`config.mk`:
```
export PLATFORM = sky130hd
export DESIGN_NAME = escape_framed_byte_deframer
export DESIGN_NICKNAME = d
export VERILOG_FILES = /design/src/rtl/efbd_pkg.sv /design/src/rtl/escape_framed_byte_deframer.sv
export SDC_FILE = /design/constraint.sdc
export NUM_CORES = 1
export LEC_CHECK = 0
export BUFFER_PORTS_ARGS = -buffer_cell sky130_fd_sc_hd__buf_2
export CORE_UTILIZATION = 55
export DETAILED_ROUTE_END_ITERATION = 10
export GPL_TIMING_DRIVEN = 0
export HOLD_SLACK_MARGIN = 0.1
export PLACE_DENSITY = 0.75
export SYNTH_ARGS = -nofsm -noshare
export SYNTH_HDL_FRONTEND = slang
export SYNTH_SLANG_ARGS = --single-unit
```
`constraint.sdc`:
```
create_clock -name clock -period 3.2 [get_ports clock]
set_input_delay 0.32 -clock clock [delete_from_list [all_inputs] [get_ports clock]]
set_output_delay 0.32 -clock clock [all_outputs]
set_load 0.02 [all_outputs]
```
`src/rtl/efbd_pkg.sv`:
```
`timescale 1ns / 1ps
`default_nettype none

package efbd_pkg;

   // field widths of one received byte and one result word
   localparam int BYTE_W  = 8;
   localparam int KIND_W  = 2;
   localparam int LEN_W   = 7;
   localparam int CODE_W  = 2;
   localparam int TALLY_W = 16;

   // configuration port
   localparam int CSR_ADDR_W = 4;
   localparam int CSR_DATA_W = 32;

   localparam logic [1:0] CSR_CAPACITY    = 2'd0;
   localparam logic [1:0] CSR_START_CODE  = 2'd1;
   localparam logic [1:0] CSR_END_CODE    = 2'd2;
   localparam logic [1:0] CSR_ESCAPE_CODE = 2'd3;

   localparam logic [LEN_W-1:0]  CAPACITY_RST    = 7'd64;
   localparam logic [BYTE_W-1:0] START_CODE_RST  = 8'd1;
   localparam logic [BYTE_W-1:0] END_CODE_RST    = 8'd4;
   localparam logic [BYTE_W-1:0] ESCAPE_CODE_RST = 8'd27;

   // result kinds
   localparam logic [KIND_W-1:0] KIND_BYTE  = 2'd0;
   localparam logic [KIND_W-1:0] KIND_EMPTY = 2'd1;
   localparam logic [KIND_W-1:0] KIND_ERROR = 2'd2;

   // error codes
   localparam logic [CODE_W-1:0] ERR_START  = 2'd0;
   localparam logic [CODE_W-1:0] ERR_OVER   = 2'd1;
   localparam logic [CODE_W-1:0] ERR_ESCAPE = 2'd2;

   // parser states
   localparam logic [1:0] PS_IDLE  = 2'd0;
   localparam logic [1:0] PS_FRAME = 2'd1;
   localparam logic [1:0] PS_ESC   = 2'd2;

   // sequencer states
   localparam logic SEQ_PARSE = 1'b0;
   localparam logic SEQ_DUMP  = 1'b1;

   localparam logic [TALLY_W-1:0] TALLY_MAX = 16'hFFFF;

endpackage

`default_nettype wire

```
`src/rtl/escape_framed_byte_deframer.sv`:
```
`timescale 1ns / 1ps
`default_nettype none

// Byte deframer for start/end/escape framed links. Each received word is one
// byte; bytes outside a frame are ignored until the start code. Payload bytes
// go into an on-chip frame buffer (BUFFER_DEPTH bytes, one write port, one
// read port with a registered read). A received byte is taken whenever the
// result register is free and no readout runs; a byte that needs no result
// leaves the input free for the next byte. On the end code the buffer is read
// back through the read register and the result register, one word per cycle
// while the result side does not stall, and the input is held off until the
// readout ends. Errors (start code inside a frame, buffer over capacity,
// non-control byte after the escape code) give a single error word, empty the
// buffer and count up a saturating 16-bit error total that rides on every
// result word. The frame buffer needs no clearing after reset: only entries
// written in the current frame are read back.
module escape_framed_byte_deframer #(
   parameter int BUFFER_DEPTH = 64
) (
   input  wire                                 clock,
   input  wire                                 reset,

   input  wire                                 req_valid,
   output logic                                req_stall,
   input  wire  [efbd_pkg::BYTE_W-1:0]         req_rx_byte,

   output logic                                rsp_valid,
   input  wire                                 rsp_stall,
   output logic [efbd_pkg::KIND_W-1:0]         rsp_kind,
   output logic [efbd_pkg::BYTE_W-1:0]         rsp_payload,
   output logic                                rsp_last,
   output logic [efbd_pkg::LEN_W-1:0]          rsp_frame_length,
   output logic [efbd_pkg::CODE_W-1:0]         rsp_fault_code,
   output logic [efbd_pkg::TALLY_W-1:0]        rsp_error_total,

   input  wire                                 psel,
   input  wire                                 penable,
   input  wire                                 pwrite,
   input  wire  [efbd_pkg::CSR_ADDR_W-1:0]     paddr,
   input  wire  [efbd_pkg::CSR_DATA_W-1:0]     pwdata,
   output logic [efbd_pkg::CSR_DATA_W-1:0]     prdata,
   output logic                                pready
);
   import efbd_pkg::*;

   localparam int AW = (BUFFER_DEPTH > 1) ? $clog2(BUFFER_DEPTH) : 1;
   localparam logic [LEN_W-1:0] DEPTH_LEN = LEN_W'(BUFFER_DEPTH);

   // configuration registers
   logic [LEN_W-1:0]  capacity_ff;
   logic [BYTE_W-1:0] start_code_ff;
   logic [BYTE_W-1:0] end_code_ff;
   logic [BYTE_W-1:0] escape_code_ff;

   // control state
   logic               seq_ff, seq_in;
   logic [1:0]         parse_ff, parse_in;
   logic [LEN_W-1:0]   fill_ff, fill_in;
   logic [TALLY_W-1:0] tally_ff, tally_in;
   logic               rsp_valid_ff, rsp_valid_in;

   // readout bookkeeping
   logic [AW-1:0]      out_idx_ff, out_idx_in;
   logic [LEN_W-1:0]   dump_len_ff, dump_len_in;

   // result register
   logic [KIND_W-1:0]  rsp_kind_ff, rsp_kind_in;
   logic [BYTE_W-1:0]  rsp_payload_ff, rsp_payload_in;
   logic               rsp_last_ff, rsp_last_in;
   logic [LEN_W-1:0]   rsp_len_ff, rsp_len_in;
   logic [CODE_W-1:0]  rsp_code_ff, rsp_code_in;
   logic [TALLY_W-1:0] rsp_total_ff, rsp_total_in;
   logic               out_load;

   // frame buffer
   logic [BYTE_W-1:0]  frame_mem [BUFFER_DEPTH];
   logic [BYTE_W-1:0]  mem_q_ff;
   logic               mem_we;
   logic               mem_re;
   logic [AW-1:0]      rd_addr;

   logic               csr_write;
   logic               req_accept;
   logic               out_free;
   logic [LEN_W-1:0]   eff_cap;
   logic               is_control;
   logic               fits;
   logic               err_raise;
   logic [CODE_W-1:0]  err_code;
   logic [TALLY_W-1:0] tally_inc;
   logic [LEN_W-1:0]   idx_next;

   // ---------------------------------------------------------------- config
   assign pready    = 1'b1;
   assign csr_write = psel && penable && pwrite && pready;

   always_ff @(posedge clock) begin
      if (reset) begin
         capacity_ff    <= CAPACITY_RST;
         start_code_ff  <= START_CODE_RST;
         end_code_ff    <= END_CODE_RST;
         escape_code_ff <= ESCAPE_CODE_RST;
      end else if (csr_write) begin
         case (paddr[3:2])
            CSR_CAPACITY:    capacity_ff    <= pwdata[LEN_W-1:0];
            CSR_START_CODE:  start_code_ff  <= pwdata[BYTE_W-1:0];
            CSR_END_CODE:    end_code_ff    <= pwdata[BYTE_W-1:0];
            CSR_ESCAPE_CODE: escape_code_ff <= pwdata[BYTE_W-1:0];
            default: ;
         endcase
      end
   end

   always_comb begin
      case (paddr[3:2])
         CSR_CAPACITY:    prdata = CSR_DATA_W'(capacity_ff);
         CSR_START_CODE:  prdata = CSR_DATA_W'(start_code_ff);
         CSR_END_CODE:    prdata = CSR_DATA_W'(end_code_ff);
         CSR_ESCAPE_CODE: prdata = CSR_DATA_W'(escape_code_ff);
         default:         prdata = '0;
      endcase
   end

   // ---------------------------------------------------------------- control
   assign out_free   = !rsp_valid_ff || !rsp_stall;
   assign req_stall  = (seq_ff != SEQ_PARSE) || !out_free;
   assign req_accept = req_valid && !req_stall;

   assign eff_cap    = (capacity_ff > DEPTH_LEN) ? DEPTH_LEN : capacity_ff;
   assign fits       = fill_ff < eff_cap;
   assign is_control = (req_rx_byte == start_code_ff) || (req_rx_byte == end_code_ff)
                       || (req_rx_byte == escape_code_ff);
   assign tally_inc  = (tally_ff != TALLY_MAX) ? tally_ff + TALLY_W'(1) : tally_ff;
   assign idx_next   = LEN_W'(out_idx_ff) + LEN_W'(1);

   always_comb begin
      seq_in         = seq_ff;
      parse_in       = parse_ff;
      fill_in        = fill_ff;
      tally_in       = tally_ff;
      rsp_valid_in   = rsp_valid_ff && rsp_stall;
      out_idx_in     = out_idx_ff;
      dump_len_in    = dump_len_ff;
      out_load       = 1'b0;
      rsp_kind_in    = KIND_BYTE;
      rsp_payload_in = '0;
      rsp_last_in    = 1'b0;
      rsp_len_in     = '0;
      rsp_code_in    = ERR_START;
      rsp_total_in   = tally_ff;
      mem_we         = 1'b0;
      mem_re         = 1'b0;
      rd_addr        = '0;
      err_raise      = 1'b0;
      err_code       = ERR_START;

      case (seq_ff)
         SEQ_PARSE: begin
            if (req_accept) begin
               case (parse_ff)
                  PS_FRAME: begin
                     if (req_rx_byte == start_code_ff) begin
                        parse_in  = PS_IDLE;
                        err_raise = 1'b1;
                        err_code  = ERR_START;
                     end else if (req_rx_byte == end_code_ff) begin
                        parse_in = PS_IDLE;
                        fill_in  = '0;
                        if (fill_ff == '0) begin
                           out_load    = 1'b1;
                           rsp_kind_in = KIND_EMPTY;
                           rsp_last_in = 1'b1;
                        end else begin
                           // start readout: fetch the first byte now
                           seq_in      = SEQ_DUMP;
                           mem_re      = 1'b1;
                           rd_addr     = '0;
                           out_idx_in  = '0;
                           dump_len_in = fill_ff;
                        end
                     end else if (req_rx_byte == escape_code_ff) begin
                        parse_in = PS_ESC;
                     end else if (fits) begin
                        mem_we  = 1'b1;
                        fill_in = fill_ff + LEN_W'(1);
                     end else begin
                        err_raise = 1'b1;
                        err_code  = ERR_OVER;
                     end
                  end
                  PS_ESC: begin
                     if (is_control) begin
                        parse_in = PS_FRAME;
                        if (fits) begin
                           mem_we  = 1'b1;
                           fill_in = fill_ff + LEN_W'(1);
                        end else begin
                           err_raise = 1'b1;
                           err_code  = ERR_OVER;
                        end
                     end else begin
                        // stay waiting for a control byte
                        err_raise = 1'b1;
                        err_code  = ERR_ESCAPE;
                     end
                  end
                  default: begin
                     parse_in = (req_rx_byte == start_code_ff) ? PS_FRAME : PS_IDLE;
                  end
               endcase
            end
         end
         SEQ_DUMP: begin
            if (out_free) begin
               out_load       = 1'b1;
               rsp_kind_in    = KIND_BYTE;
               rsp_payload_in = mem_q_ff;
               rsp_len_in     = dump_len_ff;
               rsp_last_in    = (idx_next == dump_len_ff);
               if (idx_next == dump_len_ff) begin
                  seq_in = SEQ_PARSE;
               end else begin
                  mem_re     = 1'b1;
                  rd_addr    = idx_next[AW-1:0];
                  out_idx_in = idx_next[AW-1:0];
               end
            end
         end
         default: begin
            seq_in = SEQ_PARSE;
         end
      endcase

      if (err_raise) begin
         fill_in      = '0;
         tally_in     = tally_inc;
         out_load     = 1'b1;
         rsp_kind_in  = KIND_ERROR;
         rsp_last_in  = 1'b1;
         rsp_code_in  = err_code;
         rsp_total_in = tally_inc;
      end

      if (out_load) begin
         rsp_valid_in = 1'b1;
      end
   end

   always_ff @(posedge clock) begin
      if (reset) begin
         seq_ff       <= SEQ_PARSE;
         parse_ff     <= PS_IDLE;
         fill_ff      <= '0;
         tally_ff     <= '0;
         rsp_valid_ff <= 1'b0;
      end else begin
         seq_ff       <= seq_in;
         parse_ff     <= parse_in;
         fill_ff      <= fill_in;
         tally_ff     <= tally_in;
         rsp_valid_ff <= rsp_valid_in;
      end
   end

   always_ff @(posedge clock) begin
      out_idx_ff  <= out_idx_in;
      dump_len_ff <= dump_len_in;
      if (out_load) begin
         rsp_kind_ff    <= rsp_kind_in;
         rsp_payload_ff <= rsp_payload_in;
         rsp_last_ff    <= rsp_last_in;
         rsp_len_ff     <= rsp_len_in;
         rsp_code_ff    <= rsp_code_in;
         rsp_total_ff   <= rsp_total_in;
      end
   end

   // ---------------------------------------------------------------- buffer
   always_ff @(posedge clock) begin
      if (mem_we) begin
         frame_mem[fill_ff[AW-1:0]] <= req_rx_byte;
      end
      if (mem_re) begin
         mem_q_ff <= frame_mem[rd_addr];
      end
   end

   assign rsp_valid        = rsp_valid_ff;
   assign rsp_kind         = rsp_kind_ff;
   assign rsp_payload      = rsp_payload_ff;
   assign rsp_last         = rsp_last_ff;
   assign rsp_frame_length = rsp_len_ff;
   assign rsp_fault_code   = rsp_code_ff;
   assign rsp_error_total  = rsp_total_ff;

   // ---------------------------------------------------------------- checks
   a_fill_bounded: assert property (@(posedge clock) disable iff (reset)
      fill_ff <= DEPTH_LEN)
      else $error("frame buffer fill past its depth");

   a_dump_clean: assert property (@(posedge clock) disable iff (reset)
      seq_ff == SEQ_DUMP |-> fill_ff == '0 && parse_ff == PS_IDLE)
      else $error("readout with parser not reset");

   a_dump_index: assert property (@(posedge clock) disable iff (reset)
      seq_ff == SEQ_DUMP |-> LEN_W'(out_idx_ff) < dump_len_ff)
      else $error("readout index past frame length");

   a_tally_mono: assert property (@(posedge clock) disable iff (reset)
      !$past(reset) |-> tally_ff >= $past(tally_ff))
      else $error("error total went down");

endmodule

`default_nettype wire

```
Word-level counts from Yosys, hierarchy flattened
Memory sizes are Yosys's and may differ from the RTL's. A register that Yosys moved wholly into a read port is not among the register bits.
Cells that the tools add are included.
- output and inout bits: 71
- memories kept: 1
- flip-flop bits (word level): 107
- logic and storage cells: 153
- input port bits: 51
- RAM bits: 512
- equal/unequal tests: 21
- bitwise logic cells: 5
- reductions and logical operators: 26
- order comparisons: 2
- add/subtract/negate cells: 3
- mux-type cells: 78
- memory list (name ; words ; width ; rd ports ; clocked after memory_dff ; write ports ; line ; source):
    frame_mem ; 64 ; 8 ; 1 ; 1 ; 1 ; escape_framed_byte_deframer.sv:76 ; logic [BYTE_W-1:0] frame_mem [BUFFER_DEPTH];
- operators with widths (operator ; number):
    $pmux W32 S4 ; 1
    $mux W6 ; 9
    $mux W1 ; 43
    $mux W7 ; 6
    $mux W16 ; 2
    $eq A8 B8 Y1 ; 3
    $pmux W6 S2 ; 2
    $add A16 B1 Y16 const B ; 1
    $ne A16 B16 Y1 const B ; 1
    $ne A2 B2 Y1 const B ; 7
    $pmux W7 S2 ; 1
    $pmux W1 S2 ; 6
    $pmux W2 S2 ; 3
    $reduce_and A6 Y1 ; 2
    $mux W2 ; 5
    $reduce_and A2 Y1 ; 5
    $add A6 B1 Y7 const B ; 1
    $add A7 B1 Y7 const B ; 1
    $eq A7 B7 Y1 ; 1
    $gt A7 B7 Y1 const B ; 1
    $logic_not A7 Y1 ; 1
    $lt A7 B7 Y1 ; 1
    $reduce_and A7 Y1 ; 1
    $eq A2 B2 Y1 const B ; 3
    13 further kinds ; 28

Logic depth before layout (Yosys ltp)
Gate-level depths: netlist of the first run.
- word-level depth: 12
- mapped depth: 13
- mapped depth without buffers: 12

Worst setup path before layout of the first run
OpenSTA, ideal clock, no wires.
- kind: reg-to-reg
- from: register capacity_ff[6]
- to: register rsp_total_ff[0] (netlist: rsp_error_total[0]) (enable)
- path slack: 46 ps
- data required time: 2695 ps
- stages on the path, launching flop included: 13
- path buffers: 0
- setup time: 505 ps
- arrival time: 2649 ps
- path through: dfxtp_1 > inv_1 > nand2_1 > ha_1 > a21o_1 > a21o_1 > a21oi_1 > o21ai_1 > o21ai_0 > a21o_1 > inv_2 > nor2_1 > nand2_1
- word-level cells in the longest chain between the ends: 11
- elaborated cells on any way between the ends: 12
- classes of those cells: 2 x order compare; 10 x mux
- ends and longest elaborated chain (item ; line ; source):
    from (decl) ; escape_framed_byte_deframer.sv:50 ; logic [LEN_W-1:0] capacity_ff;
    from (signal assigned) ; escape_framed_byte_deframer.sv:105 ; CSR_CAPACITY: capacity_ff <= pwdata[LEN_W-1:0];
    $gt A7 B7 Y1 ; escape_framed_byte_deframer.sv:129 ; assign eff_cap = (capacity_ff > DEPTH_LEN) ? DEPTH_LEN : capacity_ff;
    $mux W7 * ; escape_framed_byte_deframer.sv:129 ;
    $lt A7 B7 Y1 * ; escape_framed_byte_deframer.sv:130 ; assign fits = fill_ff < eff_cap;
    $mux W1 * ; escape_framed_byte_deframer.sv:183, escape_framed_byte_deframer.sv:194 ;
    $mux W1 ; escape_framed_byte_deframer.sv:181 ; end else if (req_rx_byte == escape_code_ff) begin
    $mux W1 ; escape_framed_byte_deframer.sv:166 ; end else if (req_rx_byte == end_code_ff) begin
    $mux W1 ; escape_framed_byte_deframer.sv:162 ; if (req_rx_byte == start_code_ff) begin
    $pmux W1 S2 * ; escape_framed_byte_deframer.sv:160 ; case (parse_ff)
    $mux W1 * ; escape_framed_byte_deframer.sv:159 ; if (req_accept) begin
    $mux W1 * ; escape_framed_byte_deframer.sv:157 ; case (seq_ff)
    net err_raise ; escape_framed_byte_deframer.sv:88 ; logic err_raise;
    $mux W1 * ; escape_framed_byte_deframer.sv:234 ; if (err_raise) begin
    net out_load ; escape_framed_byte_deframer.sv:73 ; logic out_load;
    to (signal assigned) ; escape_framed_byte_deframer.sv:274 ; rsp_total_ff <= rsp_total_in;
    to (decl) ; escape_framed_byte_deframer.sv:72 ; logic [TALLY_W-1:0] rsp_total_ff, rsp_total_in;
Mark *: on every way through the listed nets, which the timed path passes. The rest lies on a longest branch.
A chain may end at the register's enable or synchronous reset.

Final worst setup path of the first run
- from: register out_idx_ff[0]
- to: register mem_q_ff[0] (read register of frame_mem), data pin
- word-level cells in the longest chain between the ends: 5
- elaborated cells on any way between the ends: 8
- classes of those cells: 1 x add/sub; 1 x eq/ne; 6 x mux
- ends and longest elaborated chain (item ; line ; source):
    from (decl) ; escape_framed_byte_deframer.sv:63 ; logic [AW-1:0] out_idx_ff, out_idx_in;
    from (signal assigned) ; escape_framed_byte_deframer.sv:266 ; out_idx_ff <= out_idx_in;
    $add A6 B1 Y7 * ; escape_framed_byte_deframer.sv:134 ; assign idx_next = LEN_W'(out_idx_ff) + LEN_W'(1);
    net idx_next[1] ; escape_framed_byte_deframer.sv:91 ; logic [LEN_W-1:0] idx_next;
    $eq A7 B7 Y1 ; escape_framed_byte_deframer.sv:220 ; if (idx_next == dump_len_ff) begin
    $mux W6 / $mux W1 (equally long branches) ; escape_framed_byte_deframer.sv:220 ;
    $mux W6 / $mux W1 (equally long branches) ; escape_framed_byte_deframer.sv:214 ; if (out_free) begin
    $pmux W6 S2 / $pmux W1 S2 (equally long branches) ; escape_framed_byte_deframer.sv:157 ;
    to (decl) ; escape_framed_byte_deframer.sv:77 ; logic [BYTE_W-1:0] mem_q_ff;
Marked as above.

==> impl_metrics.yaml, run 1 <==
status:
  status: "finished with violations"
  violations: "DRC, setup timing"
sta:
  worstMarginPinSlew_ns: 1.35
  setup_viol_count_final: 3
  min_period_over_period_pct: 103
  timing.final.max_slew_violations: 0
  relSlewSlack_pct: 10.2
  layout_min_cycle_time_ns: 3.30
  worst_path_setup_slack_after_routing_ns: -0.0985
  fmax_achieved_mhz: 303
  clock_skew_ns: 0.0147
  hold_violations: 0
  rsz0062_at_grt: "true"
  totalNegativeSetupSlack_ns: -0.212
drt:
  drt-vias-per-instance: 6.60
  detail_route.drc_violations: 12
  route.detailed.wl_per_inst_microns: 28.6
  finalWirelength_microns: 74900
  drt.antenna.violating_nets: 0
  first_pass_iters: 8
  first_iter_violations: 2432
  dr_total_vias: 17300
place:
  routabilityCongestion: 0.996
  port_buffers: 70
  placedCellCount: 2461
  place_area_sq_mm: 0.0275
  place_hpwl_microns: 46500
worst_setup_path:
  timing_worst_setup_path_type: "reg2reg"
  setup.worst_path.start_class: "register"
  worst_setup_path_end_kind: "register"
  critical_path_peak_fanout: 11
  worstPathCellList: "ha_4, clkbuf_2, buf_2, nand3_2, o21ai_1, o32ai_4, a22o_1"
  timing.critical_path.slowest_stage_cell: "sky130_fd_sc_hd__ha_4"
  worst_endpoint_required_time_ns: 3.56
  cp_data_arrival_time_ns: 3.66
  max_stage_delay_ns: 0.51
logic_synthesis:
  synth.cell_area_sq_mm: 0.0263
  yosys.cell_types.count: 66
  simple_gate_fraction_of_synth_area_pct: 7.67
  ys.warnings.count: 0
  synth_xor_xnor_area_share_pct: 1.69
  synth_edf_count: 569
  post_synthesis_mux_area_share_pct: 9.12
  post_synth_fa_ha_maj_area_fraction_pct: 0.572
  syn-instance-count: 1761
  async_reset_ff_share_pct: 0
  yosysTopAreaCell: "sky130_fd_sc_hd__edfxtp_1"
  synth_sequential_area_ratio_pct: 69.5
  synth.top_cell.area_share_pct: 65.0
  synthTopCellsByArea: "sky130_fd_sc_hd__edfxtp_1 65%, sky130_fd_sc_hd__mux4_2 6.1%, sky130_fd_sc_hd__dfxtp_1 4.4%"
  synthesized_area_divided_by_synthesized_cell_count_sq_um: 14.9
  synth.ff_latch_count: 627
  largest_family_of_logic_cells_by_synthesized_area: "multiplexers"
  synthFlopType: "sky130_fd_sc_hd__edfxtp_1"
  synth_compound_area_share_pct: 8.95
grt:
  number_of_global_route_vias_before_repair: 16400
  global_route_wire_length_before_repair_microns: 106000
  global_route.usage.total_pct: 30.6
  grt_antenna_before_repair: 1
  gr_overflow_total: 0
  grt_start_max_net_pins: 68
cts:
  ctsHtreeMaxLevel: 2
  cts_buffer_count: 61
  worst_skew_pair.late_latency_ns: 0.63
  cts.root.buffer_cell: "sky130_fd_sc_hd__clkbuf_16"
  path_clk_slew_ns: 0.06
  ctsLongestPathBuffers: 3
  cts_sinks: 627
  tritoncts: "built"
cells_and_area:
  final_design_area_no_fill_sq_mm: 0.0311
  share_of_layout_cells_above_drive_strength_1_pct: 26.2
  instances_no_fill: 2617
  finish.net_count: 2024
  antenna_cells_inserted: 0
  n_fill_cell: 3190
  area_growth_syn_to_layout_pct: 18.4
die:
  design.portCount: 122
  floorplan.die.width_microns: 221
  core_area_sq_mm: 0.0469
  dieArea_sq_mm: 0.0486
  effective_utilization_at_floorplan_pct: 56.1
  floorplan.die.height_microns: 221
  core.rowCount: 79
pwr:
  powerDensity_mw_per_mm2: 524
  leakagePower_uw: 0.0103
  max-vdd-ir-drop_uv: 448
hold_path:
  min_path_type: "in2reg"
job:
  drv_cap: 0
[per-layer routing]
metal | global-route usage (%) | share of wire, %
met1 | 41.2 | 37
met2 | 48.1 | 46
met4 | 13.5 | 5.2
met5 | 0 | 0.013
met3 | 6.90 | 12
[synth_stat cells, types with 6 or more instances]
| library cell | instances |
|---|---|
| sky130_fd_sc_hd__edfxtp_1 | 569 |
| sky130_fd_sc_hd__nor2_1 | 147 |
| sky130_fd_sc_hd__a21oi_1 | 119 |
| sky130_fd_sc_hd__o21ai_0 | 83 |
| sky130_fd_sc_hd__nand2_1 | 80 |
| sky130_fd_sc_hd__mux4_2 | 71 |
| sky130_fd_sc_hd__clkbuf_1 | 68 |
| sky130_fd_sc_hd__dfxtp_1 | 58 |
| sky130_fd_sc_hd__nand3_1 | 54 |
| sky130_fd_sc_hd__mux2i_1 | 39 |
| sky130_fd_sc_hd__mux2_2 | 36 |
| sky130_fd_sc_hd__xnor2_1 | 34 |
| sky130_fd_sc_hd__buf_2 | 26 |
| sky130_fd_sc_hd__buf_4 | 26 |
| sky130_fd_sc_hd__and3_1 | 23 |
| sky130_fd_sc_hd__nor3b_1 | 21 |
| sky130_fd_sc_hd__and2_1 | 20 |
| sky130_fd_sc_hd__o22ai_1 | 20 |
| sky130_fd_sc_hd__a21boi_0 | 18 |
| sky130_fd_sc_hd__nor2b_1 | 15 |
| sky130_fd_sc_hd__a211oi_1 | 14 |
| sky130_fd_sc_hd__xor2_1 | 14 |
| sky130_fd_sc_hd__a311o_1 | 13 |
| sky130_fd_sc_hd__inv_1 | 13 |
| sky130_fd_sc_hd__o32ai_1 | 13 |
| sky130_fd_sc_hd__ha_1 | 12 |
| sky130_fd_sc_hd__nand4_1 | 12 |
| sky130_fd_sc_hd__a21o_1 | 10 |
| sky130_fd_sc_hd__o21bai_1 | 10 |
| sky130_fd_sc_hd__a22o_1 | 9 |
| sky130_fd_sc_hd__nor3_1 | 9 |
| sky130_fd_sc_hd__a211o_1 | 8 |
| sky130_fd_sc_hd__a2bb2oi_1 | 8 |
| sky130_fd_sc_hd__o221ai_1 | 8 |
| sky130_fd_sc_hd__buf_1 | 7 |
| sky130_fd_sc_hd__a22oi_1 | 6 |
| sky130_fd_sc_hd__or3_1 | 6 |
[sequential cells by signal, summed over array words and instances, names as in the netlist, 6 cells and up]
signal / cells
frame_mem: 512
rsp_error_total: 16
tally_ff: 16
end_code_ff: 8
escape_code_ff: 8
mem_q_ff: 8
rsp_payload: 8
start_code_ff: 8
capacity_ff: 7
dump_len_ff: 7
fill_ff: 7
rsp_frame_length: 7
out_idx_ff: 6
[cells in the final DEF (no fill, tap or decap), types with 11 or more instances in the layout]
cell and count:
sky130_fd_sc_hd__edfxtp_1 569, sky130_fd_sc_hd__a21oi_1 107, sky130_fd_sc_hd__nor2_1 80, sky130_fd_sc_hd__buf_2 73, sky130_fd_sc_hd__mux4_2 71, sky130_fd_sc_hd__nand2_1 70, sky130_fd_sc_hd__o21ai_0 70, sky130_fd_sc_hd__buf_4 67
sky130_fd_sc_hd__nor2_4 65, sky130_fd_sc_hd__clkbuf_16 61, sky130_fd_sc_hd__dfxtp_1 58, sky130_fd_sc_hd__nand3_1 45, sky130_fd_sc_hd__clkbuf_1 42, sky130_fd_sc_hd__mux2i_1 39, sky130_fd_sc_hd__mux2_2 36, sky130_fd_sc_hd__xnor2_1 31
sky130_fd_sc_hd__conb_1 25, sky130_fd_sc_hd__and3_1 23, sky130_fd_sc_hd__nor3b_1 21, sky130_fd_sc_hd__clkbuf_2 20, sky130_fd_sc_hd__and2_1 20, sky130_fd_sc_hd__clkinv_1 20, sky130_fd_sc_hd__a21boi_0 18, sky130_fd_sc_hd__nor2b_1 15
sky130_fd_sc_hd__a211oi_1 14, sky130_fd_sc_hd__clkinv_2 14, sky130_fd_sc_hd__xor2_1 13, sky130_fd_sc_hd__a311o_1 13, sky130_fd_sc_hd__inv_1 12, sky130_fd_sc_hd__a21oi_2 12, sky130_fd_sc_hd__nand4_1 12, sky130_fd_sc_hd__o22ai_1 11
sky130_fd_sc_hd__ha_1 11
[critical path: cells and delay by family (launching register included)]
family / cells / cell delay, ns
buffers and inverters: 2 / 0.91
AO/OA/AOI/OAI: 3 / 0.92
flip-flops: 1 / 0.44
AND/OR/NAND/NOR: 1 / 0.24
adder cells (fa/ha/maj): 1 / 0.51
[final cells by class]
cell class / instances / area, sq um / area share (%)
flip-flops and latches: 627 / 18200 / 58.7
multi-input cells: 1018 / 8510 / 27.4
clock buffers: 70 / 1580 / 5.08
repair buffers: 114 / 852 / 2.74
well taps: 607 / 759 / 2.44
plain buffers: 125 / 754 / 2.43
clock inverters: 42 / 343 / 1.10
inverters: 14 / 52.6 / 0.169
[report_power, final]
part           internal, uW  leakage, uW  switching, uW
Combinational          91.6      0.00371            252
Sequential             8920      0.00562           9.53
Clock                  3990     0.000953           3040
Total                 13000       0.0103           3300
[kinds of logic after synthesis]
kind of cell	after synthesis
flip-flops	627
AND/OR/NAND/NOR	414
AO/OA/AOI/OAI	370
multiplexers	146
buffers and inverters	141
XOR/XNOR	49
adder cells (fa/ha/maj)	12
other	2
[metrics by stage]
step                      power (uW)  setup slack [ns]  utilization (%)  hold slack [ns]
after global routing           16600            -0.182             66.4            0.154
final                          16300           -0.0985             66.4            0.124
after floorplan                 9240            0.0455                -            0.419
after detailed placement        9430             -2.08             58.6            0.487
after CTS                      16300          0.000938             65.4            0.102
after global placement          9410             -1.94             58.6            0.458
[worst paths after layout]
kind                                                 end                        start  slack, ns  depth (start not counted)
worst min register to register  parse_ff[1]$_SDFFE_PP0P_     parse_ff[1]$_SDFFE_PP0P_       0.50                          2
worst max register to register     mem_q_ff[0]$_DFFE_PP_  out_idx_ff[0]$_SDFFCE_PN0P_       -0.1                          7
worst min-delay path              tally_ff[2]$_SDFF_PP0_                        reset       0.12                          3
worst max-delay path               mem_q_ff[0]$_DFFE_PP_  out_idx_ff[0]$_SDFFCE_PN0P_       -0.1                          7
[what timing repair did]
item	CTS	global route
hold endpoints to repair	32	0
resized for setup	255	85
cloned	1	1
pin swaps	13	14
setup buffers	24	11
hold buffers	9	0
endpoints found under the setup margin	574	370
(Power assumes the default switching activity.)
==> run 2, diff against run 1 <==
- CORE_UTILIZATION: 55 -> 44
- PLACE_DENSITY: 0.75 -> not set
==> run 2 against run 1 <==
Net effect:
- the run ends with setup timing left
- combinational power about the same
- hold slack improved by 0.030 ns
- clock power grew 15%
- clock skew increased by 0.014 ns
- routed wire length grew 1.3%
- sequential power about the same
- critical path depth increased by 4
- sequential share of layout area fell by 1.4 points
- global-route usage shrank 5.4 points
- cell count up 7.1%
- largest power group unchanged
==> impl_metrics.yaml, run 2 (synthesized netlist as in run 1, its figures left out) <==
cells_and_area:
  instances_no_fill: 2802
  area_growth_syn_to_layout_pct: 21.4
  multiInputGateArea_sq_mm: 0.00852
  share_of_layout_cells_above_drive_strength_1_pct: 27.6
  most_common_cell_after_layout_fill_and_taps_aside: "sky130_fd_sc_hd__edfxtp_1"
  largest_reg_flops: 512
  ff_latch_area_sq_mm: 0.0182
  n_fill_cell: 4748
  finish.net_count: 2039
  antenna_cells_inserted: 0
  mostFrequentLayoutCells: "569 x sky130_fd_sc_hd__edfxtp_1, 107 x sky130_fd_sc_hd__a21oi_1, 80 x sky130_fd_sc_hd__nor2_1"
job:
  drv_cap: 0
sta:
  relSlewSlack_pct: 21.8
  finalHoldWorstSlack_ns: 0.154
  min_period_over_period_pct: 100
  layout_min_cycle_time_ns: 3.21
  hold_violations: 0
  fmax_achieved_mhz: 311
  clock_skew_ns: 0.0289
  setup_viol_count_final: 2
  worstMarginPinSlew_ns: 1.17
  timing.final.max_slew_violations: 0
  worst_path_setup_slack_after_routing_ns: -0.0133
cts:
  worst_skew_pair.late_latency_ns: 0.61
  path_clk_slew_ns: 0.06
  ctsHtreeMaxLevel: 3
  cts_buffer_count: 68
  cts_sinks: 627
  ctsLongestPathBuffers: 3
  tritoncts: "built"
  cts.root.buffer_cell: "sky130_fd_sc_hd__clkbuf_16"
worst_setup_path:
  setup.worst_path.start_class: "register"
  ff2ff_path_depth: 11
  reg2reg_from: "out_idx_ff[0]$_SDFFCE_PN0P_"
  worst_reg2reg_path_endpoint: "mem_q_ff[2]$_DFFE_PP_"
  worst-r2r-setup-slack_ns: -0.01
  cp_data_arrival_time_ns: 3.64
  critical_path_peak_fanout: 8
  timing_worst_setup_path_type: "reg2reg"
  worst_setup_path_end_kind: "register"
  worst_endpoint_required_time_ns: 3.63
die:
  core.rowCount: 89
  design.portCount: 122
  dieArea_sq_mm: 0.0607
  effective_utilization_at_floorplan_pct: 44.5
  floorplan.die.width_microns: 246
  core_area_sq_mm: 0.0590
  floorplan.die.height_microns: 246
status:
  violations: "setup timing"
  status: "finished with violations"
pwr:
  post-layout-total-power_uw: 17300
  max-vdd-ir-drop_uv: 453
  leakagePower_uw: 0.0105
  powerDensity_mw_per_mm2: 544
drt:
  route.detailed.wl_per_inst_microns: 27.1
  drt-vias-per-instance: 5.87
  first_pass_iters: 7
  drt.antenna.violating_nets: 0
  finalWirelength_microns: 75900
  first_iter_violations: 1667
  detail_route.drc_violations: 0
  dr_total_vias: 16500
place:
  place_hpwl_microns: 50400
  routabilityCongestion: 0.966
  port_buffers: 70
  placedCellCount: 2628
grt:
  number_of_global_route_vias_before_repair: 16100
  grt_start_max_net_pins: 68
  gr_overflow_total: 0
  global_route_wire_length_before_repair_microns: 110000
  grt_antenna_before_repair: 0
  global_route.usage.total_pct: 25.2
hold_path:
  hold-path-endpoint: "tally_ff[2]$_SDFF_PP0_"
  hold_path_startpoint: "reset"
  min_path_cells: 3
  min_path_type: "in2reg"
==> run 2: cell count changes in the layout (fill, tap and decap cells not counted), moves of 4 or more <==
cell                        previous run  this run
sky130_fd_sc_hd__buf_12               10        19
sky130_fd_sc_hd__clkbuf_16            61        69
sky130_fd_sc_hd__clkinv_1             20        13
sky130_fd_sc_hd__buf_2                73        68
sky130_fd_sc_hd__bufinv_16             6        10
sky130_fd_sc_hd__o22ai_2               6        10
==> run 2: critical path, cell delays in order, from the launching register on <==
cell                       delay (ns)
sky130_fd_sc_hd__edfxtp_1        0.46
sky130_fd_sc_hd__ha_4            0.25
sky130_fd_sc_hd__xnor2_4         0.31
sky130_fd_sc_hd__xnor2_2         0.18
sky130_fd_sc_hd__nor4_4          0.07
sky130_fd_sc_hd__buf_4           0.14
sky130_fd_sc_hd__a31o_1          0.22
sky130_fd_sc_hd__buf_6           0.15
sky130_fd_sc_hd__or3_4           0.40
sky130_fd_sc_hd__buf_12          0.16
sky130_fd_sc_hd__o32ai_4         0.41
sky130_fd_sc_hd__a22o_1          0.29
==> run 2: cell type report <==
class | instances | share of cell area (%)
flip-flops and latches | 627 | 57.2
multi-input cells | 1017 | 26.7
clock buffers | 77 | 5.54
repair buffers | 123 | 3.17
well taps | 773 | 3.03
plain buffers | 125 | 2.53
clock inverters | 46 | 1.62
inverters | 14 | 0.165
==> run 2: repair_timing <==
action                                  CTS  global route
endpoints found under the setup margin  573           497
buffers inserted                         26            17
hold endpoints to repair                 32             0
hold buffers                              9             0
gates resized for setup                 284            74
cloned                                    1             0
pin swaps                                16            25
==> run 2: per-stage QoR <==
| step | area (sq um) | utilization, % | setup TNS (ns) | setup WS (ns) |
|---|---|---|---|---|
| final | 31900 | 54.0 | -0.0261 | -0.0133 |
| after global routing | 31900 | 54.0 | -0.0498 | -0.0199 |
| after CTS | 31500 | 53.3 | -0.173 | -0.0553 |
| after detailed placement | 27700 | 46.9 | -1035.65 | -2.29 |
| after global placement | 27700 | 46.9 | -1047.18 | -2.41 |
| after floorplan | 26400 | - | 0 | 0.0455 |
==> run 2: report_power, final <==
| group | switching, uW | leakage, uW | total [uW] | internal (uW) |
|---|---|---|---|---|
| clock | 3270 | 0.00112 | 8070 | 4800 |
| sequential | 9.40 | 0.00562 | 8930 | 8920 |
| combinational | 249 | 0.00377 | 343 | 94.3 |
| total | 3520 | 0.0105 | 17300 | 13800 |
==> run 2: routing by layer <==
metal  global-route usage [%]  vias up  wire (microns)
met5                        0        -               0
li1                         -     7260               -
met2                     39.3      636           35500
met3                     4.40      134            5520
met4                     9.33        0            2430
met1                     35.5     8429           32400
==> run 2: worst max-delay path by stage <==
stage,startpoint,endpoint,slack [ns],cells after the start
after floorplan,capacity_ff[6]$_SDFFE_PP1P_,rsp_error_total[0]$_DFFE_PP_,0.05,12
after global placement,req_rx_byte[3],frame_mem[22][7]$_DFFE_PP_,-2.41,9
after detailed placement,req_rx_byte[7],frame_mem[22][2]$_DFFE_PP_,-2.29,9
after CTS,out_idx_ff[1]$_SDFFCE_PN0P_,mem_q_ff[5]$_DFFE_PP_,-0.06,11
after global routing,out_idx_ff[0]$_SDFFCE_PN0P_,mem_q_ff[3]$_DFFE_PP_,-0.02,11
final,out_idx_ff[0]$_SDFFCE_PN0P_,mem_q_ff[2]$_DFFE_PP_,-0.01,11
==> run 3, diff against run 2 <==
- CORE_ASPECT_RATIO: not set -> 1.2
==> run 3 against run 2 <==
Net effect:
- the flow still finishes with violations (setup timing)
- first-iteration DRC count is 8.0% lower
- flip-flop and latch count stayed put
- sequential share of layout area is 0.71 points higher
==> impl_metrics.yaml, run 3 (synthesized netlist as in run 1, its figures left out) <==
cts:
  worst_skew_pair.late_latency_ns: 0.62
  tritoncts: "built"
  cts.root.buffer_cell: "sky130_fd_sc_hd__clkbuf_16"
  ctsHtreeMaxLevel: 2
  path_clk_slew_ns: 0.06
  cts_sinks: 627
  cts_buffer_count: 61
  ctsLongestPathBuffers: 3
sta:
  setup_viol_count_final: 1
  worstMarginPinSlew_ns: 1.23
  relSlewSlack_pct: 17.6
  timing.final.max_slew_violations: 0
  layout_min_cycle_time_ns: 3.25
  worst_path_setup_slack_after_routing_ns: -0.0501
  hold_violations: 0
  min_period_over_period_pct: 102
  totalNegativeSetupSlack_ns: -0.0501
  rsz0062_at_grt: "true"
  fmax_achieved_mhz: 308
  clock_skew_ns: 0.0138
pwr:
  leakagePower_uw: 0.0103
  powerDensity_mw_per_mm2: 523
  post-layout-total-power_uw: 16500
  max-vdd-ir-drop_uv: 394
drt:
  first_pass_iters: 6
  finalWirelength_microns: 75900
  dr_total_vias: 16400
  detail_route.drc_violations: 0
  drt.antenna.violating_nets: 0
  route.detailed.wl_per_inst_microns: 27.0
  drt-vias-per-instance: 5.84
  first_iter_violations: 1533
worst_setup_path:
  worst_endpoint_required_time_ns: 3.65
  worst_setup_path_end_kind: "register"
  timing_worst_setup_path_type: "reg2reg"
  critical_path_peak_fanout: 10
  setup.worst_path.start_class: "register"
  worst-r2r-setup-slack_ns: -0.05
  cp_data_arrival_time_ns: 3.70
grt:
  number_of_global_route_vias_before_repair: 16200
  global_route_wire_length_before_repair_microns: 110000
  gr_overflow_total: 0
  grt_start_max_net_pins: 68
  global_route.usage.total_pct: 25.2
  grt_antenna_before_repair: 2
cells_and_area:
  largest_reg_flops: 512
  final_core_util_pct: 53.6
  mostFrequentLayoutCells: "569 x sky130_fd_sc_hd__edfxtp_1, 107 x sky130_fd_sc_hd__a21oi_1, 80 x sky130_fd_sc_hd__nor2_1"
  n_fill_cell: 4851
  antenna_cells_inserted: 0
  most_common_cell_after_layout_fill_and_taps_aside: "sky130_fd_sc_hd__edfxtp_1"
  area_growth_syn_to_layout_pct: 19.9
  finish.net_count: 2030
  share_of_layout_cells_above_drive_strength_1_pct: 25.8
  instances_no_fill: 2807
place:
  routabilityCongestion: 0.954
  place_hpwl_microns: 51100
  pre_cts_slack_ns: -2.22
  placedCellCount: 2648
  port_buffers: 70
die:
  design.portCount: 122
  core.rowCount: 97
  floorplan.die.height_microns: 270
  core_area_sq_mm: 0.0587
  floorplan.die.width_microns: 225
  dieArea_sq_mm: 0.0607
  effective_utilization_at_floorplan_pct: 44.7
job:
  drv_cap: 0
status:
  violations: "setup timing"
  status: "finished with violations"
hold_path:
  min_path_type: "in2reg"
run 3: through the flow:
step / hold WS [ns] / area, sq um
finish: 0.210 / 31500
global route: 0.202 / 31500
CTS: 0.165 / 31000
detailed placement: 0.470 / 27800
global placement: 0.459 / 27700
floorplan: 0.419 / 26400
run 3: timing repair:
action                                  CTS  global route
resized for setup                       239            81
gates cloned                              0             1
pin swaps                                23            11
hold buffers                             10             0
endpoints found under the hold margin    35             0
setup buffers                            30            10
endpoints found under the setup margin  573           470
run 3: area by class of cell:
type | count | area, sq um | share of cell area [%]
buffer | 124 | 769 | 2.44
clock buffer | 74 | 1580 | 5.00
clock inverter | 37 | 388 | 1.23
inverter | 14 | 52.6 | 0.167
multi-input combinational | 1016 | 8370 | 26.6
sequential | 627 | 18200 | 57.9
tap | 792 | 991 | 3.15
timing repair buffer | 123 | 1110 | 3.51
run 3: final timing paths:
| kind | start | endpoint | cells after the start |
|---|---|---|---|
| min reg2reg | parse_ff[1]$_SDFFE_PP0P_ | parse_ff[1]$_SDFFE_PP0P_ | 2 |
| max reg2reg | out_idx_ff[0]$_SDFFCE_PN0P_ | mem_q_ff[3]$_DFFE_PP_ | 10 |
| min | rsp_stall | seq_ff$_SDFF_PP0_ | 4 |
| max | out_idx_ff[0]$_SDFFCE_PN0P_ | mem_q_ff[3]$_DFFE_PP_ | 10 |
run 3: per-layer routing:
metal	global-route usage, %	part of all wire (%)	up-vias
met4	12.6	5.3	4
met5	0	0.043	-
met1	32.1	39	8324
met2	41.3	49	655
met3	4.52	6.5	174
li1	-	-	7246
run 3: power by group:
group	total [uW]	switching (uW)	internal (uW)
Sequential	8930	9.65	8920
Combinational	341	247	94.1
Clock	7220	3030	4190
run 3: critical path, stage by stage, from the launching register on:
cell                        delay (ns)
sky130_fd_sc_hd__edfxtp_1         0.45
sky130_fd_sc_hd__ha_4             0.24
sky130_fd_sc_hd__or4_1            0.59
sky130_fd_sc_hd__o2111ai_4        0.27
sky130_fd_sc_hd__a31oi_4          0.13
sky130_fd_sc_hd__buf_12           0.18
sky130_fd_sc_hd__nand2_1          0.15
sky130_fd_sc_hd__buf_2            0.29
sky130_fd_sc_hd__o21bai_1         0.15
sky130_fd_sc_hd__o22ai_1          0.33
sky130_fd_sc_hd__a22o_1           0.30
